**config.mk**
```make
export PLATFORM = sky130hd
export DESIGN_NAME = tensor_name_classifier
export DESIGN_NICKNAME = d
export VERILOG_FILES = /design/src/hdl/tnc_pkg.sv /design/src/hdl/tnc_match.sv /design/src/hdl/tnc_marker.sv /design/src/hdl/tensor_name_classifier.sv
export SDC_FILE = /design/constraint.sdc
export NUM_CORES = 1
export LEC_CHECK = 0
export ABC_AREA = 1
export BUFFER_PORTS_ARGS = -buffer_cell sky130_fd_sc_hd__buf_2
export CAP_MARGIN = 20
export CORE_ASPECT_RATIO = 1.4
export CORE_MARGIN = 1
export CORE_UTILIZATION = 25
export CTS_CLUSTER_SIZE = 24
export DETAILED_ROUTE_END_ITERATION = 7
export SETUP_SLACK_MARGIN = 0.05
export SYNTH_ARGS = -nofsm -noshare
export SYNTH_HDL_FRONTEND = slang
export SYNTH_SLANG_ARGS = --single-unit
```
**constraint.sdc**
```tcl
create_clock -name clk -period 10.4 [get_ports clk]
set_clock_uncertainty 0.2 [all_clocks]
set_input_delay 3.12 -clock clk [delete_from_list [all_inputs] [get_ports clk]]
set_output_delay 3.12 -clock clk [all_outputs]
set_load 0.03 [all_outputs]
```
**src/hdl/tnc_pkg.sv**
```systemverilog
// ----------------------------------------------------------------------------
// Tensor name classifier package
// Pattern table, category codes, marker phases and the window matcher.
// ----------------------------------------------------------------------------
package tnc_pkg;

	localparam int WIN_DEPTH = 11;
	localparam int NUM_PATS  = 22;
	localparam int PAT_CHARS = WIN_DEPTH + 1;
	localparam int PAT_BITS  = PAT_CHARS * 8;

	typedef logic [WIN_DEPTH-1:0][7:0] win_t;
	typedef logic [PAT_BITS-1:0]       pat_text_t;
	typedef logic [3:0]                pat_len_t;
	typedef logic [NUM_PATS-1:0]       hits_t;

	typedef enum logic [3:0] {
		CAT_EMBED    = 4'd0,
		CAT_ATTN_Q   = 4'd1,
		CAT_ATTN_K   = 4'd2,
		CAT_ATTN_V   = 4'd3,
		CAT_ATTN_O   = 4'd4,
		CAT_FFN_GATE = 4'd5,
		CAT_FFN_UP   = 4'd6,
		CAT_FFN_DOWN = 4'd7,
		CAT_NORM     = 4'd8,
		CAT_OUTPUT   = 4'd9,
		CAT_MISC     = 4'd10
	} cat_t;

	typedef enum logic [1:0] {
		PH_IDLE   = 2'd0,
		PH_DIGITS = 2'd1,
		PH_DONE   = 2'd2
	} phase_t;

	// Strings are right aligned: the final character sits in the low byte.
	localparam pat_text_t PAT_TEXT [NUM_PATS] = '{
		"embed", "tok_emb",
		"attn_q", {"self_", "attn.q"},
		"attn_k", {"self_", "attn.k"},
		"attn_v", {"self_", "attn.v"},
		{"attn_", "output"}, {"self_", "attn.o"},
		{"ffn_", "gate"}, "mlp.gate",
		"ffn_up", "mlp.up",
		{"ffn_", "down"}, "mlp.down",
		"norm", "ln_", "rms",
		"output", "lm_head", {"embed_", "tokens"}
	};

	localparam pat_len_t PAT_LEN [NUM_PATS] = '{
		4'd5, 4'd7, 4'd6, 4'd11, 4'd6, 4'd11, 4'd6, 4'd11, 4'd11, 4'd11,
		4'd8, 4'd8, 4'd6, 4'd6, 4'd8, 4'd8, 4'd4, 4'd3, 4'd3, 4'd6,
		4'd7, 4'd12
	};

	localparam cat_t PAT_CAT [NUM_PATS] = '{
		CAT_EMBED, CAT_EMBED, CAT_ATTN_Q, CAT_ATTN_Q, CAT_ATTN_K, CAT_ATTN_K,
		CAT_ATTN_V, CAT_ATTN_V, CAT_ATTN_O, CAT_ATTN_O, CAT_FFN_GATE,
		CAT_FFN_GATE, CAT_FFN_UP, CAT_FFN_UP, CAT_FFN_DOWN, CAT_FFN_DOWN,
		CAT_NORM, CAT_NORM, CAT_NORM, CAT_OUTPUT, CAT_OUTPUT, CAT_OUTPUT
	};

	localparam pat_text_t MARK_BLK    = "blk.";
	localparam pat_len_t  MARK_BLK_LEN    = 4'd4;
	localparam pat_text_t MARK_LAYERS = "layers.";
	localparam pat_len_t  MARK_LAYERS_LEN = 4'd7;

	// True when the pattern ends on the current byte, the older bytes
	// lying in the window with the newest at entry zero.
	function automatic logic pat_end(input pat_text_t text, input pat_len_t len,
			input logic [7:0] c, input win_t w);
		logic ok;
		ok = (len != '0) && (text[7:0] == c);
		for (int j = 0; j < WIN_DEPTH; j++) begin
			if ((j + 1) < int'(len) && w[j] != text[8*(j+1) +: 8]) begin
				ok = 1'b0;
			end
		end
		return ok;
	endfunction

	// The lowest numbered pattern seen decides the category.
	function automatic cat_t pick_cat(input hits_t hits);
		cat_t cat;
		cat = CAT_MISC;
		for (int k = NUM_PATS - 1; k >= 0; k--) begin
			if (hits[k]) begin
				cat = PAT_CAT[k];
			end
		end
		return cat;
	endfunction

endpackage

```
**src/hdl/tnc_match.sv**
```systemverilog
// ----------------------------------------------------------------------------
// Tensor name classifier pattern matcher
// Compares every fixed pattern against the current byte and the window.
// ----------------------------------------------------------------------------
module tnc_match (
	input  logic [7:0]    ch,
	input  tnc_pkg::win_t window,
	output tnc_pkg::hits_t hits
);
	import tnc_pkg::*;

	always_comb begin
		for (int k = 0; k < NUM_PATS; k++) begin
			hits[k] = pat_end(PAT_TEXT[k], PAT_LEN[k], ch, window);
		end
	end

endmodule

```
**src/hdl/tnc_marker.sv**
```systemverilog
// ----------------------------------------------------------------------------
// Tensor name classifier marker tracker
// Watches for the first occurrence of a marker and accumulates the decimal
// number that follows it, saturating at the top of the layer range.
// ----------------------------------------------------------------------------
module tnc_marker #(
	parameter int LAYER_BITS = 16
) (
	input  logic                  clk,
	input  logic                  arst_n,
	input  logic                  step,
	input  logic                  clear,
	input  tnc_pkg::pat_text_t    marker,
	input  tnc_pkg::pat_len_t     marker_len,
	input  logic [7:0]            ch,
	input  tnc_pkg::win_t         window,
	output logic                  seen_next,
	output logic [LAYER_BITS-1:0] num_next
);
	import tnc_pkg::*;

	phase_t                phase_q;
	phase_t                phase_d;
	logic [LAYER_BITS-1:0] num_q;
	logic                  is_digit;
	logic [3:0]            digit;
	logic [LAYER_BITS+3:0] prod;
	logic [LAYER_BITS+3:0] acc;

	assign is_digit = (ch >= 8'h30) && (ch <= 8'h39);
	assign digit    = 4'(ch - 8'h30);
	assign prod     = {1'b0, num_q, 3'b000} + {3'b000, num_q, 1'b0};
	assign acc      = prod + {{LAYER_BITS{1'b0}}, digit};

	// Next phase.
	always_comb begin
		phase_d = phase_q;
		unique case (phase_q)
			PH_IDLE: begin
				if (pat_end(marker, marker_len, ch, window)) begin
					phase_d = PH_DIGITS;
				end
			end
			PH_DIGITS: begin
				if (!is_digit) begin
					phase_d = PH_DONE;
				end
			end
			PH_DONE: phase_d = PH_DONE;
			default: phase_d = PH_IDLE;
		endcase
	end

	// Outputs: the number after this byte and whether the marker is known.
	always_comb begin
		seen_next = (phase_d != PH_IDLE);
		num_next  = num_q;
		if (phase_q == PH_DIGITS && is_digit) begin
			if (acc[LAYER_BITS+3:LAYER_BITS] != '0) begin
				num_next = '1;
			end else begin
				num_next = acc[LAYER_BITS-1:0];
			end
		end
	end

	always_ff @(posedge clk or negedge arst_n) begin
		if (!arst_n) begin
			phase_q <= PH_IDLE;
			num_q   <= '0;
		end else if (step) begin
			if (clear) begin
				phase_q <= PH_IDLE;
				num_q   <= '0;
			end else begin
				phase_q <= phase_d;
				num_q   <= num_next;
			end
		end
	end

endmodule

```
**src/hdl/tensor_name_classifier.sv**
```systemverilog
// ----------------------------------------------------------------------------
// Tensor name classifier
// Sorts tensor names, given one byte per request, into eleven categories.
// ----------------------------------------------------------------------------
// The block takes one byte of a tensor name per cycle while in_stall is
// low, with last high on the final byte, and gives one result per name: the
// category (0 embedding, 1 to 4 attention q, k, v, o, 5 to 7 feed-forward
// gate, up, down, 8 norm, 9 output, 10 misc) and a signed layer number, -1
// where no "blk." or "layers." marker was seen or the category carries no
// layer. Each accepted byte passes through an input register and then
// through one stage in which the window comparators and the decimal
// accumulators update the name state and the result buffer is loaded. A
// two-entry result buffer lets bytes keep arriving while a result waits;
// in_stall rises only when the skid entry is in use, or when a result is
// being formed while the one in the output register is held by out_stall.
// Names must be at least one byte long, and every state register is cleared
// once a name completes.
module tensor_name_classifier #(
	parameter int LAYER_BITS = 16
) (
	input  logic               clk,
	input  logic               arst_n,
	input  logic               in_valid,
	output logic               in_stall,
	input  logic [7:0]         ch,
	input  logic               last,
	output logic               out_valid,
	input  logic               out_stall,
	output logic [3:0]         category,
	output logic signed [16:0] layer
);
	import tnc_pkg::*;

	// Input register.
	logic       in_valid_s1;
	logic [7:0] ch_s1;
	logic       last_s1;

	// Name state.
	win_t  window_q;
	hits_t hits_q;
	hits_t hits_now;
	hits_t hits_next;

	logic                  blk_seen;
	logic [LAYER_BITS-1:0] blk_num;
	logic                  lay_seen;
	logic [LAYER_BITS-1:0] lay_num;

	// Result buffer: the output register and a skid entry behind it.
	logic               out_valid_q;
	logic [3:0]         cat_q;
	logic signed [16:0] layer_q;
	logic               skid_valid_q;
	logic [3:0]         skid_cat_q;
	logic signed [16:0] skid_layer_q;

	logic               in_take;
	logic               res_write;
	logic               out_pop;
	cat_t               res_cat;
	logic signed [16:0] res_layer;
	logic [LAYER_BITS+16:0] blk_ext;
	logic [LAYER_BITS+16:0] lay_ext;

	// The stall rises when the skid entry is taken, or when a result is
	// about to be formed while the waiting one is held back this cycle, so
	// that a byte let in now can never find the buffer full.
	assign in_stall = skid_valid_q || (out_valid_q && out_stall && in_valid_s1 && last_s1);
	assign in_take  = in_valid && !in_stall;

	always_ff @(posedge clk or negedge arst_n) begin
		if (!arst_n) begin
			in_valid_s1 <= 1'b0;
		end else begin
			in_valid_s1 <= in_take;
		end
	end

	always_ff @(posedge clk) begin
		if (in_take) begin
			ch_s1   <= ch;
			last_s1 <= last;
		end
	end

	tnc_match u_match (
		.ch     (ch_s1),
		.window (window_q),
		.hits   (hits_now)
	);

	tnc_marker #(
		.LAYER_BITS (LAYER_BITS)
	) u_blk (
		.clk        (clk),
		.arst_n     (arst_n),
		.step       (in_valid_s1),
		.clear      (last_s1),
		.marker     (MARK_BLK),
		.marker_len (MARK_BLK_LEN),
		.ch         (ch_s1),
		.window     (window_q),
		.seen_next  (blk_seen),
		.num_next   (blk_num)
	);

	tnc_marker #(
		.LAYER_BITS (LAYER_BITS)
	) u_layers (
		.clk        (clk),
		.arst_n     (arst_n),
		.step       (in_valid_s1),
		.clear      (last_s1),
		.marker     (MARK_LAYERS),
		.marker_len (MARK_LAYERS_LEN),
		.ch         (ch_s1),
		.window     (window_q),
		.seen_next  (lay_seen),
		.num_next   (lay_num)
	);

	assign hits_next = hits_q | hits_now;

	// The window shifts by one byte per step and is emptied with the hit
	// bits once the final byte has been counted.
	always_ff @(posedge clk or negedge arst_n) begin
		if (!arst_n) begin
			window_q <= '0;
			hits_q   <= '0;
		end else if (in_valid_s1) begin
			if (last_s1) begin
				window_q <= '0;
				hits_q   <= '0;
			end else begin
				window_q <= {window_q[WIN_DEPTH-2:0], ch_s1};
				hits_q   <= hits_next;
			end
		end
	end

	// Result of the name that ends on the byte in stage one. Only the low
	// seventeen bits of a captured number reach the layer field.
	assign res_cat = pick_cat(hits_next);
	assign blk_ext = {17'd0, blk_num};
	assign lay_ext = {17'd0, lay_num};

	always_comb begin
		res_layer = '1;
		if (res_cat != CAT_EMBED && res_cat != CAT_OUTPUT && res_cat != CAT_MISC) begin
			priority if (blk_seen) begin
				res_layer = blk_ext[16:0];
			end else if (lay_seen) begin
				res_layer = lay_ext[16:0];
			end else begin
				res_layer = '1;
			end
		end
	end

	assign res_write = in_valid_s1 && last_s1;
	assign out_pop   = out_valid_q && !out_stall;

	always_ff @(posedge clk or negedge arst_n) begin
		if (!arst_n) begin
			out_valid_q  <= 1'b0;
			skid_valid_q <= 1'b0;
		end else begin
			if (out_valid_q && !out_pop) begin
				if (res_write) begin
					skid_valid_q <= 1'b1;
				end
			end else if (skid_valid_q) begin
				out_valid_q  <= 1'b1;
				skid_valid_q <= res_write;
			end else begin
				out_valid_q <= res_write;
			end
		end
	end

	always_ff @(posedge clk) begin
		if (out_valid_q && !out_pop) begin
			if (res_write) begin
				skid_cat_q   <= 4'(res_cat);
				skid_layer_q <= res_layer;
			end
		end else if (skid_valid_q) begin
			cat_q   <= skid_cat_q;
			layer_q <= skid_layer_q;
			if (res_write) begin
				skid_cat_q   <= 4'(res_cat);
				skid_layer_q <= res_layer;
			end
		end else if (res_write) begin
			cat_q   <= 4'(res_cat);
			layer_q <= res_layer;
		end
	end

	assign out_valid = out_valid_q;
	assign category  = cat_q;
	assign layer     = layer_q;

endmodule

```
==> results.py, run 1 <==
metrics = {
    "run_status": {
        "status": "completed",
    },
    "final_layout": {
        "final_area_um2": 13300,
        "drive_gt1_share_pct": 9.62,
        "nNetsFinal": 1583,
        "fin_util_pct": 28.3,
        "area_growth_pct": 11.8,
        "fillers": 5066,
    },
    "synthesis": {
        "syn_area_um2": 11900,
        "synth_warnings": 0,
        "netlist_top_cells_area": "dfrtp_1 (31%), edfxtp_1 (13%), nand2_1 (11%)",
        "synth_mux_area_share_pct": 0,
        "yosys.area.top_type_share_pct": 31.4,
        "synthDistinctLibCells": 54,
        "synth_compound_area_share_pct": 13.9,
        "synth_enable_flop_cells": 51,
        "synth_nets": 1569,
        "synth_cells": 1490,
        "ys_async_sr_fraction_pct": 74.5,
        "ys_ff_latch": 200,
        "synth-simple-area-share_pct": 25.6,
        "yosysSeqAreaShare_pct": 44.3,
        "synth_ff_type": "dfrtp_1",
        "syn_area_per_cell_um2": 7.97,
        "synth_top_family_by_area": "simple AND/OR/NAND/NOR gates",
        "synth_xor_area_share_pct": 1.33,
        "yosys.area.top_type": "dfrtp_1",
        "synthAdderAreaFrac_pct": 7.21,
    },
    "route": {
        "drtAntennaViolNets": 0,
        "wl_per_cell_um": 15.7,
        "drc": 0,
        "num_vias": 10287,
        "totalWireLength_mm": 33.7,
        "first_iter_violations": 682,
        "avgViaCountPerCell": 4.80,
        "dr.pass1.iters": 5,
    },
    "placement": {
        "io_buffers": 35,
        "routabilityCongestion": 0.913,
        "hpwlAfterDp_mm": 25.4,
        "place_area_um2": 12700,
    },
    "hold_path": {
        "hp-class": "flop to flop",
        "hp-start": "window_q[80]",
        "holdPathEnd": "window_q[80]",
        "min_path_cells": 2,
    },
    "clock_tree": {
        "cts_tree": "yes",
        "clockRootBuffer": "clkbuf_16",
        "cts_hold_buf": 0,
        "numCtsBuffers": 17,
        "path_clk_slew_ps": 80,
        "cts_setup_buffers": 0,
        "clock_latency_ps": 440,
        "cts_sinks": 200,
        "htreeDepth": 4,
        "cts_repair_resize_count": 0,
        "clk_path_buf_depth": 2,
    },
    "sta": {
        "max_freq_mhz": 140,
        "setup_tns_ps": 0,
        "tightest_slew_ps": 949,
        "rsz0062_at_grt": "false",
        "timing.final.crit_share_pct": 68.5,
        "slew_viol_final": 0,
        "layout_min_cycle_time_ps": 7120,
        "worst_slew_margin_rel_pct": 36.7,
        "setup_viol": 0,
        "hold_viol": 0,
    },
    "setup_path": {
        "reg2reg_slack_ps": 5970,
        "end_kind": "output port",
        "reg2reg_depth": 20,
        "worstSetupStartpointType": "primary input",
        "critPathArrivalTime_ps": 3800,
        "rr_startpoint": "ch_s1[2]",
        "crit_type": "primary input to output port",
        "cp_max_fo": 5,
        "reg2reg_to": "layer[15]",
        "critPathRequiredTime_ps": 7080,
    },
    "grt": {
        "grt.total_usage_pct": 14.6,
        "grtUsageMet3_pct": 1.75,
        "overflow": 0,
        "grt_pass1_wl_mm": 55.0,
        "antenna_found_initial": 0,
        "grt_pass1_vias": 10401,
        "grt_max_degree": 97,
        "use_met2_pct": 26.0,
        "grt-busiest-layer": "met2",
        "grt_use_met1_pct": 16.8,
    },
    "die": {
        "fp.dieArea_um2": 48400,
        "die_h_um": 260,
        "die_w_um": 186,
        "core-area_um2": 46900,
        "initial_core_util_pct": 25.3,
        "pin_count": 36,
        "rows": 94,
    },
    "run": {
        "drv_cap": 0,
    },
    "power_and_ir_drop": {
        "p_switching_uw": 497,
        "seqPwrFrac_pct": 51.1,
        "pwr_density_cell_nw_per_um2": 128,
        "p_leak_uw": 0.00600,
        "combPwrFrac_pct": 9.6,
        "internal_power_uw": 1200,
        "switching_share_pct": 29.3,
        "ir_drop_mv": 0.109,
        "p_clk_share_pct": 39.3,
    },
}
==> cells by family (layout without fill, tap and decap cells) <==
| group | count (synthesis) | count (layout) |
|---|---|---|
| simple gates | 690 | 690 |
| buf+inv | 235 | 262 |
| xor+xnor | 18 | 18 |
| flops | 200 | 200 |
| other cells | 0 | 1 |
| compound gates | 281 | 281 |
| fa+ha+maj | 66 | 66 |
==> placed cells by master, fill, tap and decap left out, drive strengths merged, types with 5 or more instances in the layout <==
| cell type | count |
|---|---|
| buf | 41 |
| inv | 195 |
| o22ai | 100 |
| a31oi | 7 |
| nor3 | 34 |
| nor4 | 8 |
| a21oi | 55 |
| clkinv | 6 |
| o21bai | 6 |
| dfrtp | 149 |
| nand4 | 22 |
| nand2 | 374 |
| a21o | 6 |
| ha | 62 |
| nor2 | 166 |
| nand3b | 5 |
| nand3 | 78 |
| clkbuf | 18 |
| edfxtp | 51 |
| xor2 | 14 |
| o21ai | 91 |
==> power by group through the flow <==
stage / clock, uW / combinational (uW) / sequential (uW)
floorplan: 0 / 99.6 / 880
global placement: 0 / 159 / 882
detailed placement: 0 / 162 / 883
CTS: 679 / 162 / 867
global route: 706 / 180 / 872
finish: 666 / 162 / 867
==> registers in the layout, indices dropped and copies added, names as in the netlist <==
signal and flops:
last_s1 1, window_q 88, u_layers.phase_q 2, layer 17, hits_q 22, ch_s1 8, u_blk.phase_q 2, u_blk.num_q 16
skid_valid_q 1, skid_layer_q 17, in_valid_s1 1, skid_cat_q 4, u_layers.num_q 16, out_valid 1, category 4
==> Yosys cell counts, types with 2 or more instances <==
library cell	instances
nor3_2	5
buf_2	4
nor2_1	151
fa_1	4
o21bai_2	3
nor4_1	7
clkbuf_1	38
nand4_1	21
o21bai_1	3
a21oi_1	55
o21ai_2	2
dfrtp_1	149
edfxtp_1	51
ha_1	62
o211a_1	4
inv_1	166
o21ai_0	80
o31ai_1	2
nand3b_1	5
o22ai_1	100
nand2_4	10
buf_4	2
xor2_1	14
nand3_1	76
xnor2_1	4
nor2_4	4
nor2_2	11
nand2_1	357
a21o_1	6
o21ai_1	9
inv_2	22
nand2_2	7
nor3_1	29
a31oi_1	7
==> how the worst max path moves through the flow <==
stage	start	slack, ps	cells after the start	to
2_1_floorplan	out_stall	3110	2	in_stall
3_3_place_gp	out_stall	3270	4	in_stall
3_5_place_dp	out_stall	3270	4	in_stall
4_1_cts	out_stall	3270	4	in_stall
5_1_grt	out_stall	3200	4	in_stall
6_report	out_stall	3280	4	in_stall
==> cell type report <==
type	instances	area [um^2]	share of cell area (%)
repair buffers	41	241	1.82
flip-flops and latches	200	5260	39.7
inverters	189	711	5.35
clock inverters	14	130	0.980
multi-input cells	1055	5710	43.0
clock buffers	18	439	3.31
diodes	1	2.50	0.0189
well taps	624	781	5.88
==> stage by stage <==
step                      hold WS, ps  cells  worst slack, ps  total power [uW]
after floorplan                   253   1490             3110               980
after global placement            270   2106             3270              1040
after detailed placement          273   2107             3270              1040
after CTS                         294   2139             3270              1710
after global routing              313   2141             3200              1760
final                             290   2142             3280              1700
==> worst max-delay path, cell delays in order <==
cell     delay [ps]
buf_2            70
nand2_1         110
o21ai_0         240
buf_2           260
==> layer usage <==
layer	up-vias	part of all wire (%)
li1	5029	-
met1	4975	41
met2	215	52
met3	68	2.6
met4	0	4.1
met5	-	0
(Power assumes the default switching activity.)
==> inputs of run 2 (changes only) <==
--- a/config.mk
+++ b/config.mk
@@ -5,7 +5,7 @@
 export SDC_FILE = /design/constraint.sdc
 export NUM_CORES = 1
 export LEC_CHECK = 0
-export ABC_AREA = 1
+export ABC_AREA = 0
 export BUFFER_PORTS_ARGS = -buffer_cell sky130_fd_sc_hd__buf_2
 export CAP_MARGIN = 20
 export CORE_ASPECT_RATIO = 1.4
==> constraint.sdc (replaced) <==
create_clock -name clk -period 7 [get_ports clk]
set_clock_uncertainty 0.2 [all_clocks]
set_input_delay 2.1 -clock clk [delete_from_list [all_inputs] [get_ports clk]]
set_output_delay 2.1 -clock clk [all_outputs]
set_load 0.03 [all_outputs]
==> run 2 against run 1 <==
Final area is 0.22% higher. Via count is 3.8% lower. Clock power is 49% higher. Die area is 0.54% higher. Critical endpoint unchanged.
==> results.py, run 2 <==
metrics = {
    "clock_tree": {
        "cts_tree": "yes",
        "htreeDepth": 4,
        "cts_sinks": 200,
        "cts_setup_buffers": 0,
        "path_clk_slew_ps": 70,
        "cts_hold_buf": 0,
        "clk_path_buf_depth": 2,
        "clockRootBuffer": "clkbuf_16",
        "cts_repair_resize_count": 0,
        "numCtsBuffers": 17,
        "clock_latency_ps": 460,
    },
    "die": {
        "pin_count": 36,
        "rows": 94,
        "fp.dieArea_um2": 48600,
        "die_w_um": 187,
        "die_h_um": 261,
        "core-area_um2": 47000,
        "initial_core_util_pct": 25.4,
    },
    "sta": {
        "hold_viol": 0,
        "slew_viol_final": 0,
        "tightest_slew_ps": 959,
        "max_freq_mhz": 199,
        "setup_tns_ps": 0,
        "setup_viol": 0,
        "layout_min_cycle_time_ps": 5010,
        "worst_slew_margin_rel_pct": 35.2,
        "timing.final.crit_share_pct": 71.6,
        "rsz0062_at_grt": "false",
    },
    "hold_path": {
        "hp-start": "window_q[84]",
        "hp-class": "flop to flop",
    },
    "route": {
        "num_vias": 9894,
        "totalWireLength_mm": 35.2,
        "drtAntennaViolNets": 0,
        "first_iter_violations": 743,
        "avgViaCountPerCell": 5.20,
        "drc": 0,
        "wl_per_cell_um": 18.5,
        "dr.pass1.iters": 5,
    },
    "setup_path": {
        "crit_type": "primary input to output port",
        "crit_start": "out_stall",
        "rr_startpoint": "ch_s1[2]",
        "critPathArrivalTime_ps": 2710,
        "end_kind": "output port",
        "cp_max_fo": 3,
        "critPathRequiredTime_ps": 4700,
        "worstSetupStartpointType": "primary input",
    },
    "power_and_ir_drop": {
        "p_clk_share_pct": 40.4,
        "switching_share_pct": 28.5,
        "combPwrFrac_pct": 7.4,
        "seqPwrFrac_pct": 52.3,
        "internal_power_uw": 1750,
        "p_switching_uw": 700,
        "p_leak_uw": 0.00533,
        "ir_drop_mv": 0.160,
        "pwr_density_cell_nw_per_um2": 184,
    },
    "synthesis": {
        "yosysSeqAreaShare_pct": 44.1,
        "yosysMostFrequentCell": "dfrtp_1",
        "yosys.area.top_type_share_pct": 31.2,
        "synthTopCellsByCount": "dfrtp_1 (149), o21ai_0 (112), inv_1 (99), nor2_1 (98), or3_1 (76)",
        "synthDistinctLibCells": 77,
        "synth_ff_type": "dfrtp_1",
        "synth_enable_flop_cells": 51,
        "ys_async_sr_fraction_pct": 74.5,
        "ys_ff_latch": 200,
        "synth_warnings": 0,
        "netlist_top_cells_area": "dfrtp_1 (31%), edfxtp_1 (13%), ha_1 (6.5%)",
        "yosys.area.top_type": "dfrtp_1",
        "synth_cells": 1267,
        "synth_nets": 1346,
        "syn_area_per_cell_um2": 9.42,
        "syn_area_um2": 11900,
    },
    "grt": {
        "grt.total_usage_pct": 14.6,
        "overflow": 0,
        "grt_pass1_wl_mm": 56.4,
        "grt_max_degree": 107,
        "antenna_found_initial": 0,
        "grt_pass1_vias": 10069,
    },
    "final_layout": {
        "fillers": 5035,
        "diodes": 0,
        "fin_util_pct": 28.3,
        "final_common_cell": "dfrtp_1",
        "final_cell_mix": "dfrtp_1 (148), o21ai_0 (112), inv_1 (98), nor2_1 (98), or3_1 (76)",
        "final_cells": 1902,
        "largest_registers": "window_q: 88 flops, hits_q: 22 flops",
        "top_register": "window_q",
        "area_growth_pct": 11.4,
        "nNetsFinal": 1345,
        "drive_gt1_share_pct": 8.29,
        "largest_register_ffs": 88,
    },
    "run_status": {
        "status": "completed",
    },
    "run": {
        "drv_cap": 0,
    },
    "placement": {
        "io_buffers": 35,
        "dp_cells": 1871,
        "hpwlAfterDp_mm": 25.9,
        "routabilityCongestion": 0.932,
    },
}
==> run 2: cell count changes in the layout (fill, tap and decap cells not counted), moves of 16 or more <==
| cell | change |
|---|---|
| a31oi_1 | +29 |
| o21bai_1 | +17 |
| inv_2 | -21 |
| o21ai_0 | +32 |
| nor2_1 | -53 |
| nand2_1 | -307 |
| a21oi_1 | +19 |
| o22a_1 | +16 |
| o22ai_1 | -84 |
| or4_1 | +16 |
| nand3_1 | -57 |
| or3_1 | +76 |
| inv_1 | -67 |
==> run 2: metrics by stage <==
| step | instance area (um^2) | total power [uW] | worst slack, ps | hold slack (ps) |
|---|---|---|---|---|
| floorplan | 11900 | 1400 | 2220 | 240 |
| global placement | 12700 | 1480 | 1970 | 259 |
| detailed placement | 12700 | 1490 | 1980 | 260 |
| CTS | 13300 | 2470 | 1980 | 282 |
| global route | 13300 | 2530 | 1860 | 301 |
| finish | 13300 | 2450 | 1990 | 279 |
==> run 2: path summary, 6_finish.rpt <==
check / cells past startpoint / endpoint / slack, ps
hold reg to reg: 2 / window_q[84] / 280
setup / recovery: 4 / in_stall / 1990
max in group asynchronous: 2 / window_q[19] / 3680
setup reg to reg: 13 / layer[0] / 2060
hold / removal: 2 / window_q[84] / 280
min in group asynchronous: 1 / in_valid_s1 / 1480
==> run 2: logic make-up (layout without fill, tap and decap cells) <==
group                      Yosys count  after routing  share of synthesized area (%)
adders and majority gates           66             66                           7.17
buffers and inverters              169            180                           5.51
muxes                                4              4                          0.367
and+or+nand+nor                    452            452                           22.5
AOI/OAI and AO/OA                  353            353                           18.7
DFF                                200            200                           44.1
xor gates and xnor gates            23             23                           1.69
==> run 2: critical path: stages <==
cell,delay (ps)
buf_2,120
a31oi_1,260
inv_1,60
buf_2,180
==> run 2: routing by layer <==
layer / wire (um) / GRT usage, % / share of wire (%)
met1: 14500 / 16.5 / 41
met4: 1160 / 6.35 / 3.3
met5: 0 / 0 / 0
met3: 991 / 1.76 / 2.8
met2: 18600 / 27.4 / 53
==> run 2: power groups by stage <==
stage          combinational [uW]  clock (uW)  sequential [uW]
2_1_floorplan                 110           0             1290
3_3_place_gp                  181           0             1300
3_5_place_dp                  182           0             1300
4_1_cts                       183        1010             1280
5_1_grt                       201        1050             1290
6_report                      180         990             1280
==> run 2: final cells by class <==
class | instances | area [um^2] | share of cell area (%)
repair buffers | 50 | 290 | 2.18
inverters | 99 | 372 | 2.79
clock buffers | 18 | 429 | 3.23
well taps | 624 | 781 | 5.87
flip-flops and latches | 200 | 5260 | 39.6
clock inverters | 13 | 134 | 1.01
multi-input cells | 898 | 6030 | 45.4
==> inputs of run 3 (changes only) <==
==> constraint.sdc (replaced) <==
create_clock -name clk -period 4.3 [get_ports clk]
set_clock_uncertainty 0.2 [all_clocks]
set_input_delay 1.29 -clock clk [delete_from_list [all_inputs] [get_ports clk]]
set_output_delay 1.29 -clock clk [all_outputs]
set_load 0.03 [all_outputs]
==> run 3 against run 2 <==
Via count increased by 1.8%. Sequential power is 62% higher. Worst hold slack lost 2.6 ps. Critical endpoint is now layer[14]. Largest power group unchanged. Highest routed layer unchanged.
==> results.py, run 3 (synthesized netlist as in run 2, its figures left out) <==
metrics = {
    "final_layout": {
        "area_growth_pct": 14.1,
        "regArea_um2": 5260,
        "largest_registers": "window_q: 88 flops, hits_q: 22 flops",
        "nNetsFinal": 1371,
        "largest_register_ffs": 88,
        "fin_util_pct": 28.9,
        "final_area_um2": 13600,
        "top_register": "window_q",
        "diodes": 0,
        "final_common_cell": "dfrtp_1",
        "final_cell_mix": "dfrtp_1 (148), o21ai_0 (105), inv_1 (98), nor2_1 (98), or3_1 (76)",
        "multi_input_area_um2": 6060,
        "drive_gt1_share_pct": 10.7,
        "fillers": 5034,
    },
    "sta": {
        "layout_min_cycle_time_ps": 4090,
        "worst_slack_ps": 210,
        "setup_viol": 0,
        "tightest_slew_ps": 880,
        "worst_slew_margin_rel_pct": 39.8,
        "rsz0062_at_grt": "false",
        "timing.final.crit_share_pct": 95.1,
        "hold_viol": 0,
        "slew_viol_final": 0,
        "max_freq_mhz": 244,
        "setup_tns_ps": 0,
        "hold_ws_ps": 277,
    },
    "setup_path": {
        "slowest_delay_ps": 510,
        "cp_max_fo": 12,
        "cp_top_family": "compound AO/OA/AOI/OAI gates",
        "reg2reg_depth": 12,
        "reg2reg_to": "layer[14]",
        "cpMaxStageDelayCell": "fa_1",
        "rr_startpoint": "u_blk.num_q[1]",
        "end_kind": "flop",
        "critPathRequiredTime_ps": 4280,
        "worstSetupStartpointType": "flop",
        "cpMostUsedCell": "ha_1",
        "reg2reg_slack_ps": 210,
        "worstPathCellList": "ha_1 -> ha_1 -> fa_1 -> a211oi_2 -> o211ai_1 -> a221oi_2 -> o21bai_1 -> a2111oi_2 -> a31oi_2 -> buf_4 -> o21ai_0 -> a31oi_1",
        "critPathArrivalTime_ps": 4070,
        "path_buf_inv": 1,
        "crit_type": "flop to flop",
        "path_depth": 12,
    },
    "grt": {
        "grt_pass1_wl_mm": 57.3,
        "antenna_found_initial": 0,
        "grt_max_degree": 91,
        "grt_pass1_vias": 10458,
        "overflow": 0,
        "grt.total_usage_pct": 14.7,
    },
    "clock_tree": {
        "cts_hold_buf": 0,
        "numCtsBuffers": 17,
        "htreeDepth": 4,
        "cts_tree": "yes",
        "clock_latency_ps": 450,
        "clk_path_buf_depth": 2,
        "path_clk_slew_ps": 90,
        "cts_sinks": 200,
        "clockRootBuffer": "clkbuf_16",
    },
    "power_and_ir_drop": {
        "p_switching_uw": 1160,
        "switching_share_pct": 28.5,
        "pwr_density_cell_nw_per_um2": 300,
        "ir_drop_mv": 0.242,
        "combPwrFrac_pct": 8.0,
        "p_clk_share_pct": 41.3,
        "p_leak_uw": 0.00551,
        "seqPwrFrac_pct": 50.7,
        "internal_power_uw": 2920,
    },
    "placement": {
        "io_buffers": 35,
        "dp_slack_ps": 4.55,
        "hpwlAfterDp_mm": 26.4,
        "routabilityCongestion": 0.940,
        "place_area_um2": 13000,
    },
    "die": {
        "die_w_um": 187,
        "rows": 94,
        "core-area_um2": 47000,
        "pin_count": 36,
        "die_h_um": 261,
        "initial_core_util_pct": 25.4,
        "fp.dieArea_um2": 48600,
    },
    "route": {
        "drtAntennaViolNets": 0,
        "drc": 0,
        "num_vias": 10070,
        "wl_per_cell_um": 18.5,
        "dr.pass1.iters": 7,
        "avgViaCountPerCell": 5.22,
        "first_iter_violations": 643,
        "totalWireLength_mm": 35.6,
    },
    "hold_path": {
        "holdPathEnd": "window_q[80]",
        "hp-class": "flop to flop",
        "min_path_cells": 2,
        "hp-start": "window_q[80]",
    },
    "run": {
        "drv_cap": 0,
    },
    "run_status": {
        "status": "completed",
    },
}
## run 3: how the worst max path moves through the flow
stage	startpoint	end	slack, ps
6_report	u_blk.num_q[1]	layer[14]	210
5_1_grt	ch_s1[3]	layer[0]	40
4_1_cts	u_blk.num_q[1]	layer[14]	150
3_5_place_dp	ch_s1[2]	layer[14]	5
3_3_place_gp	u_blk.num_q[1]	layer[13]	160
2_1_floorplan	ch_s1[3]	layer[5]	580
## run 3: final cells by class
class | instances | area share (%)
clock buffer | 18 | 3.31
clock inverter | 14 | 1.19
inverter | 99 | 2.73
multi-input combinational | 898 | 44.5
sequential | 200 | 38.7
tap | 624 | 5.73
timing repair buffer | 76 | 3.87
## run 3: worst min-delay path, cell delays in order, from the launching register on
cell     delay [ps]
dfrtp_1         350
nand2_1          50
o31ai_1          50
## run 3: power by group through the flow
| stage | sequential (uW) | combinational, uW | clock [uW] |
|---|---|---|---|
| 2_1_floorplan | 2100 | 179 | 0 |
| 3_3_place_gp | 2110 | 323 | 0 |
| 3_5_place_dp | 2110 | 328 | 0 |
| 4_1_cts | 2070 | 330 | 1720 |
| 5_1_grt | 2070 | 360 | 1790 |
| 6_report | 2070 | 325 | 1690 |
## run 3: per-layer routing
metal / routed length [um] / global-route usage (%) / vias up
met1: 14800 / 17.3 / 4963
met2: 18200 / 26.6 / 276
met5: 0 / 0 / -
met3: 1080 / 1.73 / 77
met4: 1580 / 6.92 / 0
li1: - / - / 4754
## run 3: stage by stage
stage | total power (uW) | cells
floorplan | 2280 | 1267
global route | 4230 | 1929
global placement | 2430 | 1896
detailed placement | 2430 | 1896
finish | 4080 | 1929
CTS | 4120 | 1928
## run 3: repair_timing
action / in CTS / in global routing
pin swaps: 0 / 1
resized for setup: 2 / 11
buffers inserted: 0 / 1
hold endpoints to repair: 0 / 0
setup endpoints to repair: 8 / 30
